File: src/ndefp_pkg.sv
// ----------------------------------------------------------------------------
// ndefp_pkg
// Shared types and codes for the NDEF record stream parser.
// ----------------------------------------------------------------------------
package ndefp_pkg;

   // Parse phase codes. These double as the field kind of a byte.
   localparam logic [2:0] PH_ATTR    = 3'd0;
   localparam logic [2:0] PH_TLEN    = 3'd1;
   localparam logic [2:0] PH_PLEN    = 3'd2;
   localparam logic [2:0] PH_IDLEN   = 3'd3;
   localparam logic [2:0] PH_TYPE    = 3'd4;
   localparam logic [2:0] PH_ID      = 3'd5;
   localparam logic [2:0] PH_PAYLOAD = 3'd6;
   localparam logic [2:0] PH_DONE    = 3'd7;

   // Field kind for bytes past the end of the record
   localparam logic [2:0] KIND_TRAILING = 3'd7;

   // Record status codes
   localparam logic [1:0] STAT_IN_PROGRESS = 2'd0;
   localparam logic [1:0] STAT_OK          = 2'd1;
   localparam logic [1:0] STAT_TRUNCATED   = 2'd2;
   localparam logic [1:0] STAT_BAD_HEADER  = 2'd3;

   // Attribute flag positions: short record, ID length present
   localparam int ATTR_SR_BIT = 4;
   localparam int ATTR_IL_BIT = 3;

   // Long-form payload lengths must reach this value
   localparam int LONG_FORM_MIN = 256;

   // Field widths
   localparam int BYTE_W    = 8;
   localparam int LEN_W     = 32;
   localparam int REC_LEN_W = 33;

   // One input word
   typedef struct packed {
      logic [BYTE_W-1:0] data_byte;
      logic              last_byte;
   } req_item_type;

   // One result word
   typedef struct packed {
      logic [BYTE_W-1:0]    byte_value;
      logic [2:0]           field_kind;
      logic [1:0]           record_status;
      logic [BYTE_W-1:0]    attribute;
      logic [BYTE_W-1:0]    type_length;
      logic [BYTE_W-1:0]    id_length;
      logic [LEN_W-1:0]     payload_length;
      logic [REC_LEN_W-1:0] record_length;
   } rsp_item_type;

endpackage

File: src/ndefp_ifs.sv
// ----------------------------------------------------------------------------
// ndefp_ifs
// Valid/ready channel interfaces for the request and response streams.
// ----------------------------------------------------------------------------
interface ndefp_req_if;
   logic                    valid;
   logic                    ready;
   ndefp_pkg::req_item_type payload;

   modport source (output valid, output payload, input ready);
   modport sink   (input valid, input payload, output ready);
endinterface

interface ndefp_rsp_if;
   logic                    valid;
   logic                    ready;
   ndefp_pkg::rsp_item_type payload;

   modport source (output valid, output payload, input ready);
   modport sink   (input valid, input payload, output ready);
endinterface

File: src/ndefp_field_tracker.sv
// ----------------------------------------------------------------------------
// ndefp_field_tracker
// Record header state and per-byte phase step. Computes the result word for
// the byte at its input and commits the new state when step is high.
// ----------------------------------------------------------------------------
module ndefp_field_tracker (
   input  logic                    clock,
   input  logic                    reset,
   input  logic                    step,
   input  ndefp_pkg::req_item_type item,
   output ndefp_pkg::rsp_item_type result
);
   import ndefp_pkg::*;

   typedef struct packed {
      logic [2:0]       phase;
      logic [LEN_W-1:0] remaining;
   } entry_type;

   // Skip empty fields starting at the type field
   function automatic entry_type enter_type(input logic [BYTE_W-1:0] tlen,
                                            input logic [BYTE_W-1:0] idlen,
                                            input logic [LEN_W-1:0]  plen);
      entry_type e;
      if (tlen != '0) begin
         e.phase     = PH_TYPE;
         e.remaining = {{(LEN_W-BYTE_W){1'b0}}, tlen};
      end else if (idlen != '0) begin
         e.phase     = PH_ID;
         e.remaining = {{(LEN_W-BYTE_W){1'b0}}, idlen};
      end else if (plen != '0) begin
         e.phase     = PH_PAYLOAD;
         e.remaining = plen;
      end else begin
         e.phase     = PH_DONE;
         e.remaining = '0;
      end
      return e;
   endfunction

   logic [2:0]           phase_ff,    phase_in;
   logic [BYTE_W-1:0]    attr_ff,     attr_in;
   logic [BYTE_W-1:0]    tlen_ff,     tlen_in;
   logic [BYTE_W-1:0]    idlen_ff,    idlen_in;
   logic [LEN_W-1:0]     plen_ff,     plen_in;
   logic [LEN_W-1:0]     remain_ff,   remain_in;
   logic [REC_LEN_W-1:0] consumed_ff, consumed_in;

   entry_type            entry;
   logic [LEN_W-1:0]     remain_dec;
   logic                 field_end;
   logic                 bad_header;
   logic                 rec_done;

   assign remain_dec = remain_ff - LEN_W'(1);
   assign field_end  = (remain_ff == LEN_W'(1));

   // Phase step for one byte
   always_comb begin
      phase_in    = phase_ff;
      attr_in     = attr_ff;
      tlen_in     = tlen_ff;
      idlen_in    = idlen_ff;
      plen_in     = plen_ff;
      remain_in   = remain_ff;
      consumed_in = consumed_ff;
      entry       = '0;

      if (phase_ff != PH_DONE) begin
         consumed_in = consumed_ff + REC_LEN_W'(1);
         unique case (phase_ff)
            PH_ATTR: begin
               attr_in  = item.data_byte;
               phase_in = PH_TLEN;
            end
            PH_TLEN: begin
               tlen_in   = item.data_byte;
               plen_in   = '0;
               remain_in = attr_ff[ATTR_SR_BIT] ? LEN_W'(1) : LEN_W'(4);
               phase_in  = PH_PLEN;
            end
            PH_PLEN: begin
               plen_in   = {plen_ff[LEN_W-BYTE_W-1:0], item.data_byte};
               remain_in = remain_dec;
               if (field_end) begin
                  if (attr_ff[ATTR_IL_BIT]) begin
                     phase_in = PH_IDLEN;
                  end else begin
                     entry     = enter_type(tlen_ff, idlen_ff, plen_in);
                     phase_in  = entry.phase;
                     remain_in = entry.remaining;
                  end
               end
            end
            PH_IDLEN: begin
               idlen_in  = item.data_byte;
               entry     = enter_type(tlen_ff, item.data_byte, plen_ff);
               phase_in  = entry.phase;
               remain_in = entry.remaining;
            end
            PH_TYPE: begin
               remain_in = remain_dec;
               if (field_end) begin
                  entry     = enter_type('0, idlen_ff, plen_ff);
                  phase_in  = entry.phase;
                  remain_in = entry.remaining;
               end
            end
            PH_ID: begin
               remain_in = remain_dec;
               if (field_end) begin
                  entry     = enter_type('0, '0, plen_ff);
                  phase_in  = entry.phase;
                  remain_in = entry.remaining;
               end
            end
            default: begin
               // payload bytes
               remain_in = remain_dec;
               if (field_end) begin
                  phase_in = PH_DONE;
               end
            end
         endcase
      end
   end

   // Header size rule, checked on the completing byte
   assign bad_header = (!attr_in[ATTR_SR_BIT] && (plen_in < LEN_W'(LONG_FORM_MIN))) ||
                       (attr_in[ATTR_IL_BIT] && (idlen_in == '0));
   assign rec_done   = (phase_ff != PH_DONE) && (phase_in == PH_DONE);

   // Result word
   always_comb begin
      result.byte_value     = item.data_byte;
      result.field_kind     = (phase_ff == PH_DONE) ? KIND_TRAILING : phase_ff;
      result.attribute      = attr_in;
      result.type_length    = tlen_in;
      result.id_length      = idlen_in;
      result.payload_length = plen_in;
      result.record_length  = '0;
      priority if (phase_ff == PH_DONE) begin
         result.record_status = STAT_IN_PROGRESS;
      end else if (rec_done && bad_header) begin
         result.record_status = STAT_BAD_HEADER;
      end else if (rec_done) begin
         result.record_status = STAT_OK;
         result.record_length = consumed_in;
      end else if (item.last_byte) begin
         result.record_status = STAT_TRUNCATED;
      end else begin
         result.record_status = STAT_IN_PROGRESS;
      end
   end

   // State registers; a last byte restarts the parser after its result
   always_ff @(posedge clock) begin
      if (reset || (step && item.last_byte)) begin
         phase_ff    <= PH_ATTR;
         attr_ff     <= '0;
         tlen_ff     <= '0;
         idlen_ff    <= '0;
         plen_ff     <= '0;
         remain_ff   <= '0;
         consumed_ff <= '0;
      end else if (step) begin
         phase_ff    <= phase_in;
         attr_ff     <= attr_in;
         tlen_ff     <= tlen_in;
         idlen_ff    <= idlen_in;
         plen_ff     <= plen_in;
         remain_ff   <= remain_in;
         consumed_ff <= consumed_in;
      end
   end

   // A last byte always leaves the parser waiting for an attribute byte
   a_restart_on_last: assert property (@(posedge clock) disable iff (reset)
      (step && item.last_byte) |=> (phase_ff == PH_ATTR && consumed_ff == '0))
      else $error("parser did not restart after last byte");

endmodule

File: src/ndef_record_stream_parser.sv
// ----------------------------------------------------------------------------
// ndef_record_stream_parser
// Tags each byte of an NDEF record with its field and reports the record's
// status on the completing byte, or TRUNCATED on a last byte that ends it early.
//
//   channel   dir  payload                              handshake
//   req_chan  in   data_byte, last_byte                 valid/ready
//   rsp_chan  out  byte_value, field_kind, status, hdr  valid/ready
//
// One word per cycle sustained while rsp_chan is ready; an accepted word goes
// from the input register to the output register. The rate is set by the
// combinational phase step in the field tracker, between the two registers.
// Synchronous reset clears both register valids and all parse state.
// A stalled rsp holds the output register; the input register still takes
// one more word, and req_chan.ready drops only when both are full.
// ----------------------------------------------------------------------------
module ndef_record_stream_parser (
   input logic         clock,
   input logic         reset,
   ndefp_req_if.sink   req_chan,
   ndefp_rsp_if.source rsp_chan
);
   import ndefp_pkg::*;

   logic         in_valid_ff;
   req_item_type in_item_ff;
   logic         out_valid_ff;
   rsp_item_type out_item_ff;
   rsp_item_type result;
   logic         advance;

   // Move a word from input to output register when the output is free
   assign advance        = in_valid_ff && (!out_valid_ff || rsp_chan.ready);
   assign req_chan.ready = !in_valid_ff || advance;

   // Input register
   always_ff @(posedge clock) begin
      if (reset) begin
         in_valid_ff <= 1'b0;
      end else if (req_chan.ready) begin
         in_valid_ff <= req_chan.valid;
      end
   end

   always_ff @(posedge clock) begin
      if (req_chan.valid && req_chan.ready) begin
         in_item_ff <= req_chan.payload;
      end
   end

   ndefp_field_tracker u_tracker (
      .clock  (clock),
      .reset  (reset),
      .step   (advance),
      .item   (in_item_ff),
      .result (result)
   );

   // Output register
   always_ff @(posedge clock) begin
      if (reset) begin
         out_valid_ff <= 1'b0;
      end else if (advance) begin
         out_valid_ff <= 1'b1;
      end else if (rsp_chan.ready) begin
         out_valid_ff <= 1'b0;
      end
   end

   always_ff @(posedge clock) begin
      if (advance) begin
         out_item_ff <= result;
      end
   end

   assign rsp_chan.valid   = out_valid_ff;
   assign rsp_chan.payload = out_item_ff;

   // Record length only reported on a good record
   a_len_only_ok: assert property (@(posedge clock) disable iff (reset)
      (out_valid_ff && out_item_ff.record_status != STAT_OK)
         |-> (out_item_ff.record_length == '0))
      else $error("record length set without ok status");

   // Trailing bytes carry no status
   a_trailing_status: assert property (@(posedge clock) disable iff (reset)
      (out_valid_ff && out_item_ff.field_kind == KIND_TRAILING)
         |-> (out_item_ff.record_status == STAT_IN_PROGRESS))
      else $error("trailing byte with status");

   // An accepted word is held in the input register next cycle
   a_accept_lands: assert property (@(posedge clock) disable iff (reset)
      (req_chan.valid && req_chan.ready) |=> in_valid_ff)
      else $error("accepted word lost");

   // A word moved forward shows up on the response side
   a_advance_lands: assert property (@(posedge clock) disable iff (reset)
      advance |=> out_valid_ff)
      else $error("advanced word lost");

endmodule
File: src/flat_wrapper.sv
// flat-port wrapper written by rule: the top's interface ports become plain ports
module ndef_record_stream_parser_flat import ndefp_pkg::*;
  (clock, reset, req_chan_valid, req_chan_payload, req_chan_ready, rsp_chan_valid, rsp_chan_payload, rsp_chan_ready);
  ndefp_req_if req_chan_i ();
  ndefp_rsp_if rsp_chan_i ();
  input logic clock;
  input logic reset;
  input wire logic [$bits(req_chan_i.valid)-1:0] req_chan_valid;
  input wire logic [$bits(req_chan_i.payload)-1:0] req_chan_payload;
  output wire logic [$bits(req_chan_i.ready)-1:0] req_chan_ready;
  output wire logic [$bits(rsp_chan_i.valid)-1:0] rsp_chan_valid;
  output wire logic [$bits(rsp_chan_i.payload)-1:0] rsp_chan_payload;
  input wire logic [$bits(rsp_chan_i.ready)-1:0] rsp_chan_ready;
  assign req_chan_i.valid = req_chan_valid;
  assign req_chan_i.payload = req_chan_payload;
  assign req_chan_ready = req_chan_i.ready;
  assign rsp_chan_valid = rsp_chan_i.valid;
  assign rsp_chan_payload = rsp_chan_i.payload;
  assign rsp_chan_i.ready = rsp_chan_ready;
  ndef_record_stream_parser u_core (.clock(clock), .reset(reset), .req_chan(req_chan_i), .rsp_chan(rsp_chan_i));
endmodule
File: config.mk
export PLATFORM = sky130hd
export DESIGN_NAME = ndef_record_stream_parser_flat
export DESIGN_NICKNAME = d
export VERILOG_FILES = /design/src/ndefp_pkg.sv /design/src/ndefp_ifs.sv /design/src/ndefp_field_tracker.sv /design/src/ndef_record_stream_parser.sv /design/src/flat_wrapper.sv
export SDC_FILE = /design/constraint.sdc
export NUM_CORES = 1
export LEC_CHECK = 0
export BUFFER_PORTS_ARGS = -buffer_cell sky130_fd_sc_hd__buf_2
export CAP_MARGIN = 20
export CORE_UTILIZATION = 55
export CTS_CLUSTER_DIAMETER = 150
export DETAILED_ROUTE_END_ITERATION = 7
export PLACE_DENSITY = 0.85
export SYNTH_ARGS = -nofsm -noshare
export SYNTH_HDL_FRONTEND = slang
export SYNTH_SLANG_ARGS = --single-unit
File: constraint.sdc
create_clock -name clock -period 6.9 [get_ports clock]
set_input_delay 0.69 -clock clock [delete_from_list [all_inputs] [get_ports clock]]
set_output_delay 0.69 -clock clock [all_outputs]
set_load 0.02 [all_outputs]
==> metrics.md, run 1 <==
| Metric | Value |
|---|---|
| Post-synthesis sequential element count | 237 |
| Worst vdd ir | 0.123 mV |
| Wire length of the first global-routing pass | 50.9 mm |
| Starting DRT DRC Count | 1155 |
| Synthesis-to-layout area growth | 12.0% |
| Overall Global Routing Usage | 28.9% |
| EDFF count, synth | 111 |
| Met3 Use GR | 5.69% |
| Crit share post-route | 57.4% |
| Core ar. | 21100 um2 |
| DP HPWL | 20.8 mm |
| Die Wd | 149 um |
| RR Endpoint | u_core.rsp_chan.payload[12]$_SDFFCE_PP0P_ |
| Die area | 22100 um2 |
| GRT busiest layer | met2 |
| Leakage | 4.93 nW |
| Synth unique cells | 79 |
| Clk sink count | 237 |
| H-tree levels | 1 |
| CTS resizes | 0 |
| CTS tree | built |
| CTS buffer count | 24 |
| Worst path required time | 7140 ps |
| Hold WC Path Type | in -> reg |
| Nets | 1333 |
| DRC | 0 |
| Mapped Cells | 1257 |
| Critical Path AT | 4200 ps |
| Tot Pwr | 0.00339 W |
| Setup crit end kind | flip-flop |
| Sum Neg Setup Slack | 0 ps |
| R2R Setup Slk | 2940 ps |
| Total I/O pin count | 117 |
| Vias | 10332 |
| Final hold vios | 0 |
| Cell Area, Synth | 11800 um2 |
| Status | finished clean |
| Gr ovfl total | 0 |
| CTS Hold Buffers Added | 0 |
| Final wirelength | 32.0 mm |
| Yosys warnings | 0 |
| Sequential cell area fraction in the yosys report | 49.4% |
| Die height | 149 um |
| Hold depth | 1 |
| Max Transition Viols Final | 0 |
| Post-CTS Setup Bufs | 0 |
| Unrepaired setup endpoints after global routing | false |
| Vias per cell | 6.42 |
| PD cells | 255 nW/um2 |
| Filler instances | 1729 |
| Routed len/inst | 19.9 um |
| Worst skew pair latency | 530 ps |
| Post-route ant nets | 0 |
| First-pass iteration count of the detailed router | 7 |
| Root buf cell | clkbuf_16 |
| Slew Limit Headroom | 26.5% |
| Clock skew | 17.8 ps |
| Avg Cell Area, Syn | 9.43 um2 |
| Via count of the first global-routing pass | 9523 |
| Critical path class | reg -> reg |
| Port Buf Inserts | 116 |
| Max Cap Viol | 0 |
| Met2 Resource Use GR | 45.7% |
| Critical Path Fanout Max | 34 |
| Reg2reg start | u_core.u_tracker.phase_ff[2]$_SDFFE_PP0P_ |
| Site row count | 53 |
| Startpoint Class | flip-flop |
| Worst Tran Pin Value | 1100 ps |
| Final min period | 3960 ps |
| Worst-path clk slew | 60 ps |
| Initial core utilization | 56.2% |
| Share of layout cells above drive strength 1 | 16.3% |
| Fmax | 253 MHz |
| Clk buf depth | 3 |
| WHS Endpoint | u_core.in_item_ff[8]$_DFFE_PP_ |
| Largest net degree at the start of global routing | 122 |
| Final setup fails | 0 |
| Worst r2r path cells | 8 |
| M1 GR Usage | 39.1% |
| Asr flop ratio synth | 0% |
| Initial antenna violation count | 0 |
| GPL Wtd Cong | 0.928 |
| Ys flop type | dfxtp_1 |
| Min-delay src | req_chan_payload[8] |
| Syn Nets | 1273 |
| Antenna cells | 0 |
cells in the mapped netlist, types with 30 or more instances:
library cell,n,area [um2]
xnor2_1,40,350
nand2_1,136,510
a211oi_1,30,225
a21oi_1,81,405
dfxtp_1,126,2520
nor3_1,62,310
edfxtp_1,111,3330
nor2_1,125,469
o21ai_0,53,265
nand3_1,32,160
inv_1,35,131
clkbuf_1,48,180
worst max-delay path: stages, from the launching register on:
cell	delay, ps
dfxtp_1	460
inv_1	720
nand2_1	750
o2bb2ai_1	360
or2_2	340
nor4_1	370
o2bb2ai_2	150
buf_4	350
nor3_1	150
through the flow:
| stage | instances | utilization [%] | worst slack (ps) | instance area [um2] | hold slack (ps) |
|---|---|---|---|---|---|
| after floorplan | 1257 | - | 1850 | 11800 | 434 |
| after global placement | 1565 | 59.0 | 2740 | 12400 | 440 |
| after detailed placement | 1565 | 59.0 | 2590 | 12400 | 457 |
| after CTS | 1609 | 62.8 | 3060 | 13200 | 339 |
| after global routing | 1610 | 62.9 | 2710 | 13300 | 334 |
| final | 1610 | 62.9 | 2940 | 13300 | 351 |
placed cells by master (no fill, tap or decap), types with 5 or more instances in the layout:
| cell type | Yosys | layout |
|---|---|---|
| o21ai_0 | 53 | 53 |
| a22oi_1 | 8 | 8 |
| a211oi_1 | 30 | 29 |
| o22ai_1 | 7 | 7 |
| edfxtp_1 | 111 | 111 |
| a31oi_1 | 29 | 29 |
| o211ai_1 | 7 | 7 |
| clkinv_2 | 0 | 6 |
| nor4_2 | 5 | 5 |
| buf_2 | 19 | 116 |
| clkbuf_16 | 0 | 25 |
| a22o_1 | 12 | 12 |
| nor2b_1 | 25 | 25 |
| mux2_2 | 17 | 17 |
| xnor2_1 | 40 | 40 |
| nand4_1 | 16 | 16 |
| nor3_1 | 62 | 62 |
| nor4_1 | 23 | 23 |
| nor2_1 | 125 | 125 |
| and3_1 | 11 | 11 |
| buf_4 | 4 | 7 |
| dfxtp_1 | 126 | 125 |
| a222oi_1 | 8 | 8 |
| inv_1 | 35 | 34 |
| a21oi_1 | 81 | 80 |
| nand2_1 | 136 | 135 |
| a221oi_1 | 10 | 10 |
| or3_1 | 10 | 10 |
| a2bb2oi_1 | 24 | 24 |
| and2_1 | 10 | 10 |
| xor2_1 | 28 | 28 |
| nand3_1 | 32 | 32 |
state kept, by name (all words and copies together) (netlist names), 8 cells and up:
name                          count
u_core.rsp_chan.payload         102
u_core.u_tracker.consumed_ff     33
u_core.u_tracker.plen_ff         32
u_core.u_tracker.remain_ff       32
u_core.in_item_ff                 9
u_core.u_tracker.attr_ff          8
u_core.u_tracker.idlen_ff         8
u_core.u_tracker.tlen_ff          8
cell type report:
type	count	area (um2)	area share [%]
clock inverters	14	143	1.08
multi-input cells	895	5480	41.3
flip-flops and latches	237	5860	44.2
well taps	275	344	2.59
clock buffers	30	654	4.93
repair buffers	124	653	4.92
inverters	35	136	1.03
metal layers:
layer / routed length (um) / vias up
met5: 0 / -
met4: 1200 / 0
met3: 3520 / 113
met2: 14800 / 611
met1: 12500 / 4876
li1: - / 4732
how the worst max path moves through the flow:
stage / startpoint / cells past startpoint / to
final: u_core.u_tracker.phase_ff[2]$_SDFFE_PP0P_ / 8 / u_core.rsp_chan.payload[12]$_SDFFCE_PP0P_
after detailed placement: rsp_chan_ready / 8 / u_core.u_tracker.remain_ff[2]$_SDFFE_PP0P_
after CTS: u_core.rsp_chan.valid$_SDFFE_PP0P_ / 7 / u_core.u_tracker.remain_ff[2]$_SDFFE_PP0P_
after global routing: u_core.u_tracker.phase_ff[2]$_SDFFE_PP0P_ / 8 / u_core.rsp_chan.payload[12]$_SDFFCE_PP0P_
after global placement: rsp_chan_ready / 8 / u_core.u_tracker.remain_ff[2]$_SDFFE_PP0P_
after floorplan: rsp_chan_ready / 6 / u_core.rsp_chan.payload[0]$_SDFFCE_PP0P_
cell families (layout without fill, tap and decap cells):
group	count (synthesis)	in the layout	synth area share [%]
AO/OA/AOI/OAI	312	312	18.0
flip-flops	237	237	49.4
AND/OR/NAND/NOR	490	490	20.6
XOR/XNOR	68	68	5.03
adder cells (fa/ha/maj)	3	3	0.317
buffers and inverters	125	203	4.55
multiplexers	22	22	2.08
power by group:
part           internal [W]  switching [W]  total [W]
registers           0.00153      0.0000547    0.00158
clock network      0.000782       0.000538    0.00132
logic              0.000172       0.000315   0.000487
total               0.00248       0.000907    0.00339
Power figures use the tool's default switching activity.
==> inputs of run 2 (changes only) <==
--- a/config.mk
+++ b/config.mk
@@ -7,10 +7,10 @@
 export LEC_CHECK = 0
 export BUFFER_PORTS_ARGS = -buffer_cell sky130_fd_sc_hd__buf_2
 export CAP_MARGIN = 20
-export CORE_UTILIZATION = 55
+export CORE_UTILIZATION = 54
 export CTS_CLUSTER_DIAMETER = 150
 export DETAILED_ROUTE_END_ITERATION = 7
-export PLACE_DENSITY = 0.85
+export PLACE_DENSITY = 0.87
 export SYNTH_ARGS = -nofsm -noshare
 export SYNTH_HDL_FRONTEND = slang
 export SYNTH_SLANG_ARGS = --single-unit
==> constraint.sdc (replaced) <==
create_clock -name clock -period 3.4 [get_ports clock]
set_input_delay 0.34 -clock clock [delete_from_list [all_inputs] [get_ports clock]]
set_output_delay 0.34 -clock clock [all_outputs]
set_load 0.02 [all_outputs]
==> run 2 against run 1 <==
  * Critical path depth is 1 higher
  * Sequential share of layout area is 0.97 points lower
  * Global-route usage is 0.080 points higher
  * Critical endpoint is now u_core.rsp_chan.payload[0]$_SDFFCE_PP0P_
  * Largest cell class unchanged
==> metrics.md, run 2 (synthesized netlist as in run 1, its figures left out) <==
| Metric | Value |
|---|---|
| Sum Neg Setup Slack | 0 ps (unchanged) |
| Share of layout cells above drive strength 1 | 18.2% (+2.0 points) |
| Initial antenna violation count | 0 (unchanged) |
| Critical Path AT | 3210 ps (-990 ps) |
| Synthesis-to-layout area growth | 14.5% |
| Leakage | 5.11 nW (+3.7%) |
| Wire length of the first global-routing pass | 51.3 mm (+0.64%) |
| CP peak stage delay | 440 ps (-310 ps) |
| CTS buffer count | 23 (-4.2%) |
| Setup crit end kind | flip-flop |
| Slowest-stage cell, CP | dfxtp_1 |
| Max Transition Viols Final | 0 (unchanged) |
| CP delay by family, top | simple AND/OR/NAND/NOR gates |
| Slew Limit Headroom | 27.2% (+0.75 points) |
| Final setup fails | 0 (unchanged) |
| Hold WC Path Type | in -> reg |
| Post-route ant nets | 0 (unchanged) |
| Commonest non-fill, non-tap cell in the layout | nand2_1 |
| CTS resizes | 0 (unchanged) |
| Crit-path cells | nand2_1 > nand2_1 > buf_4 > a2bb2oi_1 > nand4_1 > nor4_1 > o2bb2ai_2 > buf_4 > nor3_1 |
| Combinational power share | 15.0% (+0.6 points) |
| PD cells | 504 nW/um2 (+97%) |
| Vias | 10456 (+1.2%) |
| DRC | 0 (unchanged) |
| First-pass iteration count of the detailed router | 7 (unchanged) |
| Placed Cells incl. Taps | 1600 (+2.2%) |
| Buf+Inv Stages, Crit Path | 2 (unchanged) |
| Status | finished clean |
| GPL Wtd Cong | 0.968 (+4.4%) |
| Die height | 150 um (+0.91%) |
| Worst-path clk slew | 60 ps (about the same) |
| Most frequent cells in the layout | nand2_1, nor2_1, dfxtp_1 |
| Routed len/inst | 19.6 um (-1.3%) |
| Gr ovfl total | 0 (unchanged) |
| Max Cap Viol | 0 (unchanged) |
| Unrepaired setup endpoints after global routing | false |
| Fin Hold WS | 10.9 ps (-340 ps) |
| Worst skew pair latency | 510 ps (-20 ps) |
| Total I/O pin count | 117 (unchanged) |
| Initial core utilization | 55.7% (-0.53 points) |
| Worst path depth | 9 (+1) |
| Site row count | 53 (unchanged) |
| Via count of the first global-routing pass | 9619 (+1.0%) |
| Final worst slack | 427 ps (-2510 ps) |
| Worst Tran Pin Value | 1090 ps (-17.8 ps) |
| Final Non-Filler Cells | 1648 (+2.4%) |
| Starting DRT DRC Count | 1441 (+25%) |
| Final min period | 2970 ps (-987 ps) |
| Die area | 22500 um2 (+1.8%) |
| Clk buf depth | 3 (unchanged) |
| Int Power | 0.00502 W (+100%) |
| Antenna cells | 0 (unchanged) |
| Final wirelength | 32.4 mm (+1.1%) |
| Nets | 1372 (+2.9%) |
| Startpoint Class | flip-flop |
| Place WS | 488 ps (-2100 ps) |
| CTS tree | built |
| Worst vdd ir | 0.282 mV (+130%) |
| H-tree levels | 1 (unchanged) |
| Clock skew | 9.02 ps (-8.74 ps) |
| Hold depth | 1 (unchanged) |
| Overall Global Routing Usage | 29.0% (+0.080 points) |
| Critical path class | reg -> reg |
| Power share of the clock group | 38.2% (-0.8 points) |
| Worst r2r path cells | 9 (+1) |
| Final hold vios | 0 (unchanged) |
| Fmax | 336 MHz (+33%) |
| Critical Path Fanout Max | 34 (unchanged) |
| DP HPWL | 21.6 mm (+4.0%) |
| Clk sink count | 237 (unchanged) |
| Port Buf Inserts | 116 (unchanged) |
| NetSw | 0.00182 W (+100%) |
| Vias per cell | 6.34 (-1.1%) |
| Crit share post-route | 87.4% (+30 points) |
| Net Sw Frac | 26.6% (-0.16 points) |
| Number of flip-flops under the largest register name | 102 (unchanged) |
| Worst path required time | 3640 ps (-3500 ps) |
| Core ar. | 21300 um2 (+0.94%) |
| Part of the power in registers | 46.8% (about the same) |
| Die Wd | 150 um (+0.91%) |
| Largest net degree at the start of global routing | 79 (-35%) |
| Root buf cell | clkbuf_16 |
-- run 2: cell count changes in the layout (fill, tap and decap cells not counted) --
| cell | previous run | this run |
|---|---|---|
| clkbuf_8 | 1 | 3 |
| buf_12 | 1 | 2 |
| clkbuf_16 | 25 | 23 |
| dlygate4sd3_1 | 0 | 6 |
| inv_6 | 1 | 2 |
| clkinv_2 | 6 | 3 |
| a211oi_1 | 29 | 30 |
| a211oi_2 | 1 | 0 |
| buf_4 | 7 | 40 |
| clkinv_1 | 4 | 2 |
| a21o_2 | 0 | 1 |
| clkinv_4 | 0 | 2 |
| a21o_4 | 1 | 0 |
-- run 2: area by class of cell --
| class | instances | area, um2 |
|---|---|---|
| Sequential cell | 237 | 5860 |
| Inverter | 35 | 136 |
| Clock buffer | 30 | 632 |
| Timing Repair Buffer | 164 | 981 |
| Fill cell | 1671 | 7720 |
| Multi-Input combinational cell | 895 | 5470 |
| Clock inverter | 12 | 146 |
| Tap cell | 275 | 344 |
-- run 2: metrics by stage --
step	util, %	power [W]	instance area (um2)
2_1_floorplan	-	0.00397	11900
3_3_place_gp	59.8	0.00424	12700
3_5_place_dp	59.8	0.00425	12700
4_1_cts	63.7	0.00684	13600
5_1_grt	63.7	0.00707	13600
6_report	63.7	0.00683	13600
-- run 2: power by group through the flow --
stage	clock network [W]	logic, W	registers (W)
after detailed placement	0	0.000994	0.00325
after floorplan	0	0.000681	0.00329
after global routing	0.00275	0.00111	0.00321
final	0.00261	0.00102	0.00320
after global placement	0	0.000984	0.00325
after CTS	0.00264	0.00101	0.00319
-- run 2: repair_timing --
item,in CTS,in global routing
hold endpoints to repair,6,0
hold buffers,6,0
setup buffers,0,0
-- run 2: metal layers --
layer	GRT usage (%)	vias to the layer above	routed length [um]
li1	-	4815	-
met1	38.1	4922	12800
met3	4.79	122	2870
met2	47.0	597	15200
met5	0	-	0
met4	13.2	0	1470
-- run 2: final timing paths --
kind	from	to	slack, ps
max	u_core.u_tracker.phase_ff[0]$_SDFFE_PP0P_	u_core.rsp_chan.payload[0]$_SDFFCE_PP0P_	430
min	req_chan_payload[0]	u_core.in_item_ff[0]$_DFFE_PP_	10
max reg2reg	u_core.u_tracker.phase_ff[0]$_SDFFE_PP0P_	u_core.rsp_chan.payload[0]$_SDFFCE_PP0P_	430
min reg2reg	u_core.u_tracker.attr_ff[1]$_SDFFE_PP0P_	u_core.u_tracker.attr_ff[1]$_SDFFE_PP0P_	470
-- run 2: worst register-to-register path, delay by kind of cell, from the launching register on --
family          cells  cell delay (ps)
simple gates        5             1150
buf+inv             2              670
compound gates      2              430
flops               1              440
==> inputs of run 3 (changes only) <==
--- a/config.mk
+++ b/config.mk
@@ -7,7 +7,10 @@
 export LEC_CHECK = 0
 export BUFFER_PORTS_ARGS = -buffer_cell sky130_fd_sc_hd__buf_2
 export CAP_MARGIN = 20
-export CORE_UTILIZATION = 54
+export CELL_PAD_IN_SITES_DETAIL_PLACEMENT = 0
+export CELL_PAD_IN_SITES_GLOBAL_PLACEMENT = 1
+export CORE_ASPECT_RATIO = 0.75
+export CORE_UTILIZATION = 42
 export CTS_CLUSTER_DIAMETER = 150
 export DETAILED_ROUTE_END_ITERATION = 7
 export PLACE_DENSITY = 0.87
==> run 3 against run 2 <==
  * Clock skew increased by 9.6 ps
  * Sequential share of layout area decreased by 0.59 points
  * Global-route usage decreased by 6.0 points
  * Largest power group unchanged
  * Register-to-register slack got worse by 90 ps
  * Hold slack improved by 13 ps
  * Final area increased by 1.4%
  * Non-clock buffer count increased by 3
  * Fmax decreased by 2.9%
  * Flip-flop and latch count unchanged
  * Core utilization decreased by 13 points
  * Cell count increased by 5.0%
==> metrics.md, run 3 (synthesized netlist as in run 1, its figures left out) <==
| Metric | Value |
|---|---|
| Worst vdd ir | 0.311 mV (+10%) |
| Worst path required time | 3760 ps (+120 ps) |
| Wire length of the first global-routing pass | 52.8 mm (+3.0%) |
| Nets | 1377 (+0.36%) |
| Net Sw Frac | 27.8% (+1.2 points) |
| Overall Global Routing Usage | 23.0% (-6.0 points) |
| Int Power | 0.00509 W (+1.5%) |
| Port Buf Inserts | 116 (unchanged) |
| DP HPWL | 23.2 mm (+7.6%) |
| Part of the power in registers | 45.4% (-1.4 points) |
| Largest net degree at the start of global routing | 99 (+25%) |
| Synthesis-to-layout area growth | 16.1% |
| Placed Cells incl. Taps | 1676 (+4.8%) |
| Post-route ant nets | 0 (unchanged) |
| Min-delay src | req_chan_valid |
| Status | finished clean |
| Initial antenna violation count | 0 (unchanged) |
| Final core occ | 50.3% (-13 points) |
| Die height | 147 um (-1.8%) |
| Die area | 28900 um2 (+28%) |
| Max Transition Viols Final | 0 (unchanged) |
| Via count of the first global-routing pass | 9146 (-4.9%) |
| Fmax | 327 MHz (-2.9%) |
| Vias per cell | 5.84 (-8.0%) |
| Commonest non-fill, non-tap cell in the layout | nand2_1 |
| Final wirelength | 33.8 mm (+4.5%) |
| First-pass iteration count of the detailed router | 8 (+1) |
| R2R Setup Slk | 340 ps (-90 ps) |
| Setup crit end kind | flip-flop |
| CP delay by family, top | simple AND/OR/NAND/NOR gates |
| Final min period | 3060 ps (+88.9 ps) |
| Site row count | 52 (-1.9%) |
| Root buf cell | clkbuf_16 |
| DRC | 0 (unchanged) |
| Final setup fails | 0 (unchanged) |
| Antenna cells | 0 (unchanged) |
| Critical Path AT | 3420 ps (+210 ps) |
| Most frequent cells in the layout | nand2_1, nor2_1, dfxtp_1 |
| Combinational power share | 14.9% (about the same) |
| Unrepaired setup endpoints after global routing | false |
| Final Non-Filler Cells | 1731 (+5.0%) |
| Share of layout cells above drive strength 1 | 18.8% (+0.63 points) |
| Vias | 10109 (-3.3%) |
| Worst setup path start | u_core.u_tracker.plen_ff[2]$_SDFFE_PP0P_ |
| Clock skew | 18.7 ps (+9.63 ps) |
| Worst skew pair latency | 540 ps (+30 ps) |
| Initial core utilization | 43.4% (-12 points) |
| H-tree levels | 1 (unchanged) |
| Number of flip-flops under the largest register name | 102 (unchanged) |
| Crit share post-route | 90.1% (+2.6 points) |
| Hold WC Path Type | in -> reg |
| CP peak stage delay | 610 ps (+170 ps) |
| Max Cap Viol | 0 (unchanged) |
| Worst-path clk slew | 60 ps (about the same) |
| Slowest-stage cell, CP | nor4_1 |
| NetSw | 0.00196 W (+7.9%) |
| Gr ovfl total | 0 (unchanged) |
| Crit-path cells | nor4_1 > nand4_1 > nor3_1 > o22ai_1 > nand4_2 > nand3_4 > buf_4 > nor3_1 |
| Routed len/inst | 19.6 um (-0.47%) |
| CTS buffer count | 25 (+8.7%) |
| Most frequent CP cell | nor3_1 |
| Final hold vios | 0 (unchanged) |
| Reg2reg start | u_core.u_tracker.plen_ff[2]$_SDFFE_PP0P_ |
| Startpoint Class | flip-flop |
| Buf+Inv Stages, Crit Path | 1 (-1) |
| Clk buf depth | 3 (unchanged) |
| Core ar. | 27300 um2 (+28%) |
| Total I/O pin count | 117 (unchanged) |
| Sum Neg Setup Slack | 0 ps (unchanged) |
| GPL Wtd Cong | 0.936 (-3.4%) |
| Critical Path Fanout Max | 34 (unchanged) |
| PD cells | 513 nW/um2 (+1.7%) |
| Clk sink count | 237 (unchanged) |
| Slew Limit Headroom | 39.9% (+13 points) |
| Fin Hold WS | 23.6 ps (+12.7 ps) |
| CTS tree | built |
| Die Wd | 196 um (+31%) |
| Starting DRT DRC Count | 793 (-45%) |
| Critical path class | reg -> reg |
| Power share of the clock group | 39.7% (+1.5 points) |
| Worst Tran Pin Value | 902 ps (-184 ps) |
| Leakage | 5.15 nW (+0.87%) |
run 3: cell types whose count changed in the layout (fill, tap and decap cells not counted), moves of 2 or more:
cell / delta
clkinv_2: +3
dlygate4sd3_1: +3
clkbuf_1: -2
clkbuf_16: +2
clkinv_1: -2
clkinvlp_4: +2
run 3: timing repair:
item                                    CTS  global route
setup buffers                             0             0
endpoints found under the setup margin    0             2
hold endpoints to repair                  9             0
hold buffers                              9             0
resized for setup                         0             2
run 3: per-layer routing:
layer,wire (um),share of wire [%],GRT usage (%),vias up
li1,-,-,-,4829
met1,16100,48,35.2,4850
met2,14100,42,32.3,379
met3,2980,8.8,5.84,51
met4,610,1.8,5.12,0
met5,0,0,0,-
run 3: worst paths after layout:
| path | to | cells past startpoint |
|---|---|---|
| worst max-delay path | u_core.rsp_chan.payload[11]$_SDFFCE_PP0P_ | 8 |
| worst min-delay path | u_core.in_valid_ff$_SDFFE_PP0N_ | 3 |
| worst max register to register | u_core.rsp_chan.payload[11]$_SDFFCE_PP0P_ | 8 |
| worst min register to register | u_core.u_tracker.attr_ff[5]$_SDFFE_PP0P_ | 2 |
run 3: power by group through the flow:
stage               registers, W  logic (W)  clock network, W
floorplan                0.00329   0.000681                 0
global placement         0.00326    0.00103                 0
detailed placement       0.00326    0.00103                 0
CTS                      0.00320    0.00104           0.00284
global route             0.00321    0.00115           0.00295
finish                   0.00320    0.00105           0.00280
run 3: layout make-up:
class | count | area (um2)
clock buffer | 31 | 688
clock inverter | 15 | 159
fill | 2497 | 13600
inverter | 35 | 136
multi-input combinational | 895 | 5480
sequential | 237 | 5860
tap | 351 | 439
timing repair buffer | 167 | 998
run 3: worst reg2reg max path, cell delays in order (launching register included):
cell	delay (ps)
dfxtp_1	460
nor4_1	610
nand4_1	320
nor3_1	480
o22ai_1	210
nand4_2	170
nand3_4	90
buf_4	270
nor3_1	270
run 3: metrics by stage:
| stage | total power (W) | setup slack, ps | area (um2) |
|---|---|---|---|
| 6_report | 0.00705 | 338 | 13800 |
| 2_1_floorplan | 0.00397 | 151 | 11900 |
| 3_5_place_dp | 0.00429 | 258 | 12800 |
| 3_3_place_gp | 0.00429 | 250 | 12800 |
| 4_1_cts | 0.00708 | 253 | 13700 |
| 5_1_grt | 0.00731 | 160 | 13800 |
